$ cat config.mk
export PLATFORM = sky130hd
export DESIGN_NAME = one_shot_periodic_timer_bank
export DESIGN_NICKNAME = d
export VERILOG_FILES = /design/src/sv/ospt_pkg.sv /design/src/sv/ospt_ram.sv /design/src/sv/ospt_alu.sv /design/src/sv/one_shot_periodic_timer_bank.sv
export VERILOG_INCLUDE_DIRS = /design/src /design/src/sv
export SDC_FILE = /design/constraint.sdc
export NUM_CORES = 1
export LEC_CHECK = 0
export ABC_CLOCK_PERIOD_IN_PS = 15400
export BUFFER_PORTS_ARGS = -buffer_cell sky130_fd_sc_hd__buf_2
export CORE_MARGIN = 2
export CORE_UTILIZATION = 30
export CTS_CLUSTER_DIAMETER = 30
export DETAILED_ROUTE_END_ITERATION = 8
export PLACE_DENSITY = 0.43
export SYNTH_ARGS = -nofsm -noshare
export SYNTH_HDL_FRONTEND = slang
export SYNTH_SLANG_ARGS = --single-unit
$ cat constraint.sdc
create_clock -name clk -period 15.4 [get_ports clk]
set_clock_uncertainty 0.2 [all_clocks]
set_input_delay 0 -clock clk [delete_from_list [all_inputs] [get_ports clk]]
set_output_delay 0 -clock clk [all_outputs]
set_load 0.02 [all_outputs]
$ cat src/sv/one_shot_periodic_timer_bank_defines.svh
// Assertion macros for the timer bank RTL.
`ifndef ONE_SHOT_PERIODIC_TIMER_BANK_DEFINES_SVH
`define ONE_SHOT_PERIODIC_TIMER_BANK_DEFINES_SVH

// Same-cycle implication, disabled during reset.
`define OSPT_ASSERT_NOW(lbl, clk, rst_n, ante, cons, msg) \
  lbl: assert property (@(posedge clk) disable iff (!rst_n) (ante) |-> (cons)) \
    else $error(msg);

// Next-cycle implication, disabled during reset.
`define OSPT_ASSERT_NEXT(lbl, clk, rst_n, ante, cons, msg) \
  lbl: assert property (@(posedge clk) disable iff (!rst_n) (ante) |=> (cons)) \
    else $error(msg);

`endif

$ cat src/sv/ospt_pkg.sv
// Shared types and constants for the timer bank.
package ospt_pkg;

  localparam int NUM_TIMERS_DEF = 16;
  localparam int TIME_W         = 32;
  localparam int KIND_W         = 2;
  localparam int TIMER_ID_W     = 4;
  localparam int RESULT_SLOTS   = 16;
  localparam int SLOT_CNT_W     = $clog2(RESULT_SLOTS + 1);

  // item kinds
  localparam logic [KIND_W-1:0] KIND_TICK  = 2'd0;
  localparam logic [KIND_W-1:0] KIND_START = 2'd1;
  localparam logic [KIND_W-1:0] KIND_STOP  = 2'd2;

  typedef enum logic {
    ALU_ADD = 1'b0,
    ALU_SUB = 1'b1
  } alu_op_t;

endpackage

$ cat src/sv/ospt_ram.sv
// Generic simple dual-port RAM, one write port, registered read.
module ospt_ram #(
  parameter int WIDTH = 32,
  parameter int DEPTH = 16,
  parameter int AW    = (DEPTH > 1) ? $clog2(DEPTH) : 1
) (
  input  logic             clk,
  input  logic             we,
  input  logic [AW-1:0]    waddr,
  input  logic [WIDTH-1:0] wdata,
  input  logic             re,
  input  logic [AW-1:0]    raddr,
  output logic [WIDTH-1:0] rdata
);

  logic [WIDTH-1:0] mem_r [DEPTH];
  logic [WIDTH-1:0] rdata_r;

  always_ff @(posedge clk) begin
    if (we) begin
      mem_r[waddr] <= wdata;
    end
    if (re) begin
      rdata_r <= mem_r[raddr];
    end
  end

  assign rdata = rdata_r;

endmodule

$ cat src/sv/ospt_alu.sv
// Shared 32-bit add/subtract unit used by the sweep sequencer.
module ospt_alu (
  input  logic [ospt_pkg::TIME_W-1:0] a,
  input  logic [ospt_pkg::TIME_W-1:0] b,
  input  ospt_pkg::alu_op_t           op,
  output logic [ospt_pkg::TIME_W-1:0] sum
);
  import ospt_pkg::*;

  logic                sub;
  logic [TIME_W-1:0]   b_inv;

  assign sub   = (op == ALU_SUB);
  assign b_inv = b ^ {TIME_W{sub}};
  assign sum   = a + b_inv + TIME_W'(sub);

endmodule

$ cat src/sv/one_shot_periodic_timer_bank.sv
// Top level of the timer bank: sequencer, armed flags and result register.
//
// A bank of NUM_TIMERS timers swept by one shared 32-bit adder. A word is
// accepted on the rising edge where start is high and busy is low. A stop
// word takes effect at once and leaves busy low. A start word keeps busy high
// while the adder forms last_time + delay. A tick word records now_tick as
// the new last time and then walks the timers in index order: an S_READ
// step per timer to look at its armed flag and, if it is armed, read its
// expiry and reload words from RAM, an S_CMP step for each armed timer (the
// adder forms now - expiry, expired when the sign bit is clear), an S_UPD
// step for each expired periodic timer (the adder forms expiry + reload and
// writes it back), and a final S_DONE step to flush the last result. Results
// appear on out_valid for exactly one cycle each, in timer index order, and
// the receiver cannot hold them off. Each result is held back until the next
// expiry or the end of the sweep is known, so that out_last_expiry can be set
// on the final one of the tick. Only the first 16 expiries of a tick are
// reported; all timers are still updated.
// Expiry and reload words are never cleared; they are only read for armed
// timers, which have always been written.
`include "one_shot_periodic_timer_bank_defines.svh"

module one_shot_periodic_timer_bank #(
  parameter int NUM_TIMERS = ospt_pkg::NUM_TIMERS_DEF
) (
  input  logic                             clk,
  input  logic                             rst_n,
  input  logic                             start,
  output logic                             busy,
  input  logic [ospt_pkg::KIND_W-1:0]      in_kind,
  input  logic [ospt_pkg::TIMER_ID_W-1:0]  in_timer_id,
  input  logic [ospt_pkg::TIME_W-1:0]      in_now_tick,
  input  logic [ospt_pkg::TIME_W-1:0]      in_delay,
  input  logic [ospt_pkg::TIME_W-1:0]      in_period,
  output logic                             out_valid,
  output logic [ospt_pkg::TIMER_ID_W-1:0]  out_expired_timer,
  output logic                             out_is_periodic,
  output logic                             out_last_expiry
);
  import ospt_pkg::*;

  localparam int IDX_W = (NUM_TIMERS > 1) ? $clog2(NUM_TIMERS) : 1;

  typedef enum logic [5:0] {
    S_IDLE = 6'b000001,
    S_ARM  = 6'b000010,  // write new expiry and reload
    S_READ = 6'b000100,  // check armed flag, issue RAM read
    S_CMP  = 6'b001000,  // now - expiry, record expiry
    S_UPD  = 6'b010000,  // expiry + reload, write back
    S_DONE = 6'b100000   // flush held result as last
  } state_t;

  state_t                  state_r, state_nxt;
  logic [IDX_W-1:0]        idx_r, idx_nxt;
  logic [NUM_TIMERS-1:0]   armed_r, armed_nxt;
  logic [TIME_W-1:0]       last_time_r, last_time_nxt;
  logic [TIME_W-1:0]       delay_r, delay_nxt;
  logic [TIME_W-1:0]       period_r, period_nxt;
  logic [SLOT_CNT_W-1:0]   cnt_r, cnt_nxt;

  // held result, sent once the next expiry or the end of sweep is known
  logic                    pend_v_r, pend_v_nxt;
  logic [IDX_W-1:0]        pend_idx_r, pend_idx_nxt;
  logic                    pend_per_r, pend_per_nxt;

  logic                    out_valid_r, out_valid_nxt;
  logic [TIMER_ID_W-1:0]   out_timer_r, out_timer_nxt;
  logic                    out_per_r, out_per_nxt;
  logic                    out_last_r, out_last_nxt;

  logic                    accept;
  logic                    id_in_range;
  logic                    last_idx;

  // shared adder
  logic [TIME_W-1:0]       alu_a, alu_b, alu_sum;
  alu_op_t                 alu_op;

  // RAM ports
  logic                    exp_we, rel_we, ram_re;
  logic [TIME_W-1:0]       exp_rd, rel_rd;

  assign accept      = start && !busy;
  assign busy        = (state_r != S_IDLE);
  assign id_in_range = (32'(in_timer_id) < 32'(NUM_TIMERS));
  assign last_idx    = (idx_r == IDX_W'(NUM_TIMERS - 1));

  ospt_alu u_alu (
    .a   (alu_a),
    .b   (alu_b),
    .op  (alu_op),
    .sum (alu_sum)
  );

  ospt_ram #(
    .WIDTH (TIME_W),
    .DEPTH (NUM_TIMERS)
  ) u_expiry_ram (
    .clk   (clk),
    .we    (exp_we),
    .waddr (idx_r),
    .wdata (alu_sum),
    .re    (ram_re),
    .raddr (idx_r),
    .rdata (exp_rd)
  );

  ospt_ram #(
    .WIDTH (TIME_W),
    .DEPTH (NUM_TIMERS)
  ) u_reload_ram (
    .clk   (clk),
    .we    (rel_we),
    .waddr (idx_r),
    .wdata (period_r),
    .re    (ram_re),
    .raddr (idx_r),
    .rdata (rel_rd)
  );

  // Adder operand selection per state.
  always_comb begin
    unique case (state_r)
      S_CMP: begin
        alu_a  = last_time_r;
        alu_b  = exp_rd;
        alu_op = ALU_SUB;
      end
      S_UPD: begin
        alu_a  = exp_rd;
        alu_b  = rel_rd;
        alu_op = ALU_ADD;
      end
      default: begin
        alu_a  = last_time_r;
        alu_b  = delay_r;
        alu_op = ALU_ADD;
      end
    endcase
  end

  always_comb begin
    state_nxt     = state_r;
    idx_nxt       = idx_r;
    armed_nxt     = armed_r;
    last_time_nxt = last_time_r;
    delay_nxt     = delay_r;
    period_nxt    = period_r;
    cnt_nxt       = cnt_r;
    pend_v_nxt    = pend_v_r;
    pend_idx_nxt  = pend_idx_r;
    pend_per_nxt  = pend_per_r;
    out_valid_nxt = 1'b0;
    out_timer_nxt = out_timer_r;
    out_per_nxt   = out_per_r;
    out_last_nxt  = 1'b0;
    exp_we        = 1'b0;
    rel_we        = 1'b0;
    ram_re        = 1'b0;

    unique case (state_r)
      S_IDLE: begin
        if (accept) begin
          if (in_kind == KIND_TICK) begin
            last_time_nxt = in_now_tick;
            idx_nxt       = '0;
            cnt_nxt       = '0;
            pend_v_nxt    = 1'b0;
            state_nxt     = S_READ;
          end else if (in_kind == KIND_START && id_in_range) begin
            idx_nxt    = IDX_W'(in_timer_id);
            delay_nxt  = in_delay;
            period_nxt = in_period;
            state_nxt  = S_ARM;
          end else if (in_kind == KIND_STOP && id_in_range) begin
            armed_nxt[IDX_W'(in_timer_id)] = 1'b0;
          end
        end
      end
      S_ARM: begin
        exp_we          = 1'b1;
        rel_we          = 1'b1;
        armed_nxt[idx_r] = 1'b1;
        state_nxt       = S_IDLE;
      end
      S_READ: begin
        if (armed_r[idx_r]) begin
          ram_re    = 1'b1;
          state_nxt = S_CMP;
        end else if (last_idx) begin
          state_nxt = S_DONE;
        end else begin
          idx_nxt = idx_r + 1'b1;
        end
      end
      S_CMP: begin
        if (!alu_sum[TIME_W-1]) begin
          // expired
          if (cnt_r < SLOT_CNT_W'(RESULT_SLOTS)) begin
            if (pend_v_r) begin
              out_valid_nxt = 1'b1;
              out_timer_nxt = TIMER_ID_W'(pend_idx_r);
              out_per_nxt   = pend_per_r;
            end
            pend_v_nxt   = 1'b1;
            pend_idx_nxt = idx_r;
            pend_per_nxt = (rel_rd != '0);
            cnt_nxt      = cnt_r + 1'b1;
          end
          if (rel_rd != '0) begin
            state_nxt = S_UPD;
          end else begin
            armed_nxt[idx_r] = 1'b0;
            if (last_idx) begin
              state_nxt = S_DONE;
            end else begin
              idx_nxt   = idx_r + 1'b1;
              state_nxt = S_READ;
            end
          end
        end else if (last_idx) begin
          state_nxt = S_DONE;
        end else begin
          idx_nxt   = idx_r + 1'b1;
          state_nxt = S_READ;
        end
      end
      S_UPD: begin
        exp_we = 1'b1;
        if (last_idx) begin
          state_nxt = S_DONE;
        end else begin
          idx_nxt   = idx_r + 1'b1;
          state_nxt = S_READ;
        end
      end
      S_DONE: begin
        if (pend_v_r) begin
          out_valid_nxt = 1'b1;
          out_timer_nxt = TIMER_ID_W'(pend_idx_r);
          out_per_nxt   = pend_per_r;
          out_last_nxt  = 1'b1;
        end
        pend_v_nxt = 1'b0;
        state_nxt  = S_IDLE;
      end
      default: begin
        state_nxt = S_IDLE;
      end
    endcase
  end

  always_ff @(posedge clk) begin
    if (!rst_n) begin
      state_r     <= S_IDLE;
      armed_r     <= '0;
      last_time_r <= '0;
      cnt_r       <= '0;
      pend_v_r    <= 1'b0;
      out_valid_r <= 1'b0;
      out_last_r  <= 1'b0;
      idx_r       <= '0;
    end else begin
      state_r     <= state_nxt;
      armed_r     <= armed_nxt;
      last_time_r <= last_time_nxt;
      cnt_r       <= cnt_nxt;
      pend_v_r    <= pend_v_nxt;
      out_valid_r <= out_valid_nxt;
      out_last_r  <= out_last_nxt;
      idx_r       <= idx_nxt;
    end
  end

  // payload registers, no reset
  always_ff @(posedge clk) begin
    delay_r     <= delay_nxt;
    period_r    <= period_nxt;
    pend_idx_r  <= pend_idx_nxt;
    pend_per_r  <= pend_per_nxt;
    out_timer_r <= out_timer_nxt;
    out_per_r   <= out_per_nxt;
  end

  assign out_valid         = out_valid_r;
  assign out_expired_timer = out_timer_r;
  assign out_is_periodic   = out_per_r;
  assign out_last_expiry   = out_last_r;

  // results only come out of the tick sweep
  `OSPT_ASSERT_NOW(a_out_from_sweep, clk, rst_n, out_valid_r,
    $past(state_r == S_CMP || state_r == S_DONE), "result outside tick sweep")
  // a tick word always starts a sweep at timer zero
  `OSPT_ASSERT_NEXT(a_tick_sweeps, clk, rst_n, accept && in_kind == KIND_TICK,
    state_r == S_READ && idx_r == '0, "tick did not start sweep")
  // the last result of a tick leaves the block idle
  `OSPT_ASSERT_NOW(a_last_idle, clk, rst_n, out_valid_r && out_last_r,
    state_r == S_IDLE && !pend_v_r, "last result while sweep pending")
  // never more reported expiries than result slots
  `OSPT_ASSERT_NOW(a_slot_bound, clk, rst_n, 1'b1,
    cnt_r <= SLOT_CNT_W'(RESULT_SLOTS), "result slot count overflow")

endmodule

==> impl_metrics.csv <==
group,metric,value,unit
power_and_ir_drop,cellLeakagePower,20.7,nW
logic_synthesis,ys_seq_elements,1228,
routing,wl_per_cell,27.2,um
run_status,outcome,"complete, no violations",
sta,worst-slew-pin-transition,1.29,ns
place,buffer_ports.inserted,112,
routing,drc,0,
place,pre_cts_ws,9.04,ns
grt,first_global_vias,27700,
logic_synthesis,synth_ff_type,"edfxtp_1",
logic_synthesis,syn-mean-instance-area,20.8,um^2
logic_synthesis,netlist_instances,2320,
routing,detailedRoute.firstPassIterationCount,5,
cts,cts_tree,"done",
die,floorplan.initialDensity,0.301,
routing,vias,26200,
die,fp.dieArea,164000,um^2
logic_synthesis,synthesis.yosys.warnings,0,
cells_and_area,num-nets-final,3086,
logic_synthesis,yosys.area.top_type,"edfxtp_1",
routing,drt_wl_total,142000,um
cts,cts_buffers,287,
worst_hold_path,min_delay_worst_type,"in -> reg",
die,die_y,405,um
worst_hold_path,hold_start,"in_timer_id[3]",
flow_run,max_cap_viol_count,0,
logic_synthesis,synth-seq-area-share,0.752,
grt,pin_count_of_the_biggest_net_entering_global_routing,92,
cts,postCtsSetupBuffers,0,
setup_path,regToRegSetupSlack,8.51,ns
logic_synthesis,yosys-top-cells-area,"edfxtp_1, mux4_2, dfxtp_1",
sta,timing.fmax,145,MHz
setup_path,cp.required,15.95,ns
cells_and_area,area.sequential,36200,um^2
cells_and_area,final.fill_count,14300,
setup_path,crit_arrival,7.43,ns
sta,final_count_of_negative_setup_slack_endpoints,0,
cts,holdBufCountCts,280,
routing,vias_per_cell,5.00,
power_and_ir_drop,ir_drop,119,uV
setup_path,critical_path.slowest_cell,"nor4_4",
sta,final.setup.tns,0,ns
logic_synthesis,nets_in_the_synthesized_netlist,2461,
setup_path,max_stage_delay,0.84,ns
setup_path,cp_max_fo,35,
cts,cts.sinks,1228,
setup_path,criticalPathCategory,"reg -> reg",
place,place_hpwl,76500,um
routing,ant_nets,0,
place,finalWeightedCongestion,0.818,
cts,buffer_depth_of_the_longest_clock_path,4,
setup_path,worstSetupEndpointType,"flip-flop",
logic_synthesis,ys_async_sr_fraction,0,
die,core.rowCount,147,
cts,worstSkewPairLatency,0.88,ns
cells_and_area,multiInputGateArea,11700,um^2
sta,final_period_minus_worst_setup_slack,6.89,ns
setup_path,startpoint_of_the_worst_register_to_register_path,"state_r[5]",
cts,clk_transition_reported_paths,0.04,ns
logic_synthesis,synth_area,48200,um^2
logic_synthesis,synth.top_cells.by_count,"edfxtp_1, mux4_2, nand2_1, clkbuf_1, a21oi_1",
sta,timing.max_slew.rel_slack,0.134,
logic_synthesis,post_synth_num_cell_types,67,
setup_path,cp-startpoint,"state_r[5]",
logic_synthesis,edff_count_synth,1162,
logic_synthesis,yosysMostFrequentCell,"edfxtp_1",
logic_synthesis,post-synth-top-area-fraction,0.724,
cts,cts_htree_levels,5,
sta,final.period_utilization,0.447,
die,io_pins,113,
cells_and_area,layout_cell_share_with_drive_strength_beyond_1,0.331,
sta,timing.final.hold_violations,0,
sta,rsz0062_at_grt,"false",
grt,antenna_found_initial,15,
grt,wire_length_of_the_first_global_routing_pass,202000,um
setup_path,worstPathCellList,"nor4_2 > nand3_4 > buf_4 > nand2_1 > buf_4 > o221a_2 > ha_1 > a21oi_1 > o21ai_0 > a311o_1 > a211oi_4 > o31ai_2 > a41oi_4 > xor2_4 > inv_4 > nor4_4 > a31oi_1 > dlygate4sd3_1",
sta,worst_slack,8.51,ns
routing,drt-initial-drc-count,2282,
sta,max_transition_viols_final,0,
die,core_area,160000,um^2
cts,ctsRootBufferMaster,"clkbuf_16",
cts,postCtsResizedCells,0,
setup_path,critPathMostFrequentCell,"buf_4",
grt,gr-usage-all-layers,0.174,
cells_and_area,flow.area_growth_from_synthesis,32.5,%
power_and_ir_drop,p_per_area,155,nW/um^2
grt,overflow,0,
die,die_w,405,um
setup_path,worstSetupStartpointType,"flip-flop",
[through the flow]
step                       util  power (mW)  cells  hold WS [ns]  cell area [um^2]
after CTS                 0.399        10.0   5234        0.0319             63800
after global routing      0.399        10.2   5236        0.0769             63800
after detailed placement  0.323        4.06   4461       -0.0219             51700
after floorplan               -        3.94   2320        -0.101             48200
final                     0.399        9.89   5238        0.0894             63800
after global placement    0.323        4.06   4461       -0.0229             51700
[worst paths after layout]
check	endpoint	cells after the start
setup reg to reg	armed_r[11]	18
hold / removal	armed_r[13]	4
hold reg to reg	out_is_periodic	0
setup / recovery	armed_r[11]	18
[cell usage in the layout, fill, tap and decap left out, drive strengths merged, types with 6 or more instances in the layout]
cell type	Yosys	final
nor4	12	12
nor2b	11	11
nand2	144	144
xor2	10	10
inv	18	30
xnor2	25	25
nor3	8	8
a21o	10	10
dlygate4sd3	0	280
clkbuf	82	332
a21oi	81	81
o21a	6	6
bufinv	0	36
ha	35	35
mux2	30	30
a31oi	14	14
nand4	11	11
dfxtp	66	66
o21bai	10	10
mux4	325	325
o21ai	28	28
and2	6	6
o211ai	16	16
edfxtp	1162	1162
o221a	30	30
and3	12	12
nand3	21	21
buf	38	176
nor2	57	57
clkinvlp	0	21
clkinv	0	92
[registers in the layout (all words and copies together), names as in the netlist, 5 cells and up]
signal	flops
u_expiry_ram.mem_r	512
u_reload_ram.mem_r	512
delay_r	32
last_time_r	32
period_r	32
u_expiry_ram.rdata	32
u_reload_ram.rdata	32
armed_r	16
state_r	6
cnt_r	5
[routing by layer]
metal | wire length, um | share of wire | GRT usage
met2 | 66500 | 0.47 | 0.274
met5 | 0 | 0 | 0
met4 | 3470 | 0.024 | 0.0547
met3 | 8450 | 0.059 | 0.0352
met1 | 63800 | 0.45 | 0.242
[critical path, delay by kind of cell, from the launching register on]
family,cells,cell delay (ns)
AND/OR/NAND/NOR,4,1.82
XOR/XNOR,1,0.33
AO/OA/AOI/OAI,8,2.17
flip-flops,1,0.35
buffers and inverters,4,1.58
adder cells (fa/ha/maj),1,0.28
[cells by family (layout without fill, tap and decap cells)]
kind of cell	after synthesis	after routing	synth area share
AO/OA/AOI/OAI	223	223	0.0327
XOR/XNOR	35	35	0.00675
adder cells (fa/ha/maj)	36	36	0.00951
buffers and inverters	138	967	0.0110
flip-flops	1228	1228	0.752
multiplexers	357	357	0.159
other	0	3	0
AND/OR/NAND/NOR	303	303	0.0289
[where the power goes]
part / internal (mW) / leakage (nW) / total [mW] / switching (mW)
logic: 0.164 / 5.20 / 0.341 / 0.177
registers: 3.68 / 11.0 / 3.71 / 0.0270
clock network: 4.03 / 4.50 / 5.84 / 1.81
[cell type report]
cell class | instances | area share
Antenna cell | 3 | 0.000118
Tap cell | 2086 | 0.0409
Multi-Input combinational cell | 954 | 0.184
Inverter | 18 | 0.00110
Sequential cell | 1228 | 0.568
Clock buffer | 332 | 0.117
Clock inverter | 161 | 0.0294
Timing Repair Buffer | 456 | 0.0604
No activity file was read; power rests on OpenSTA's default activity.
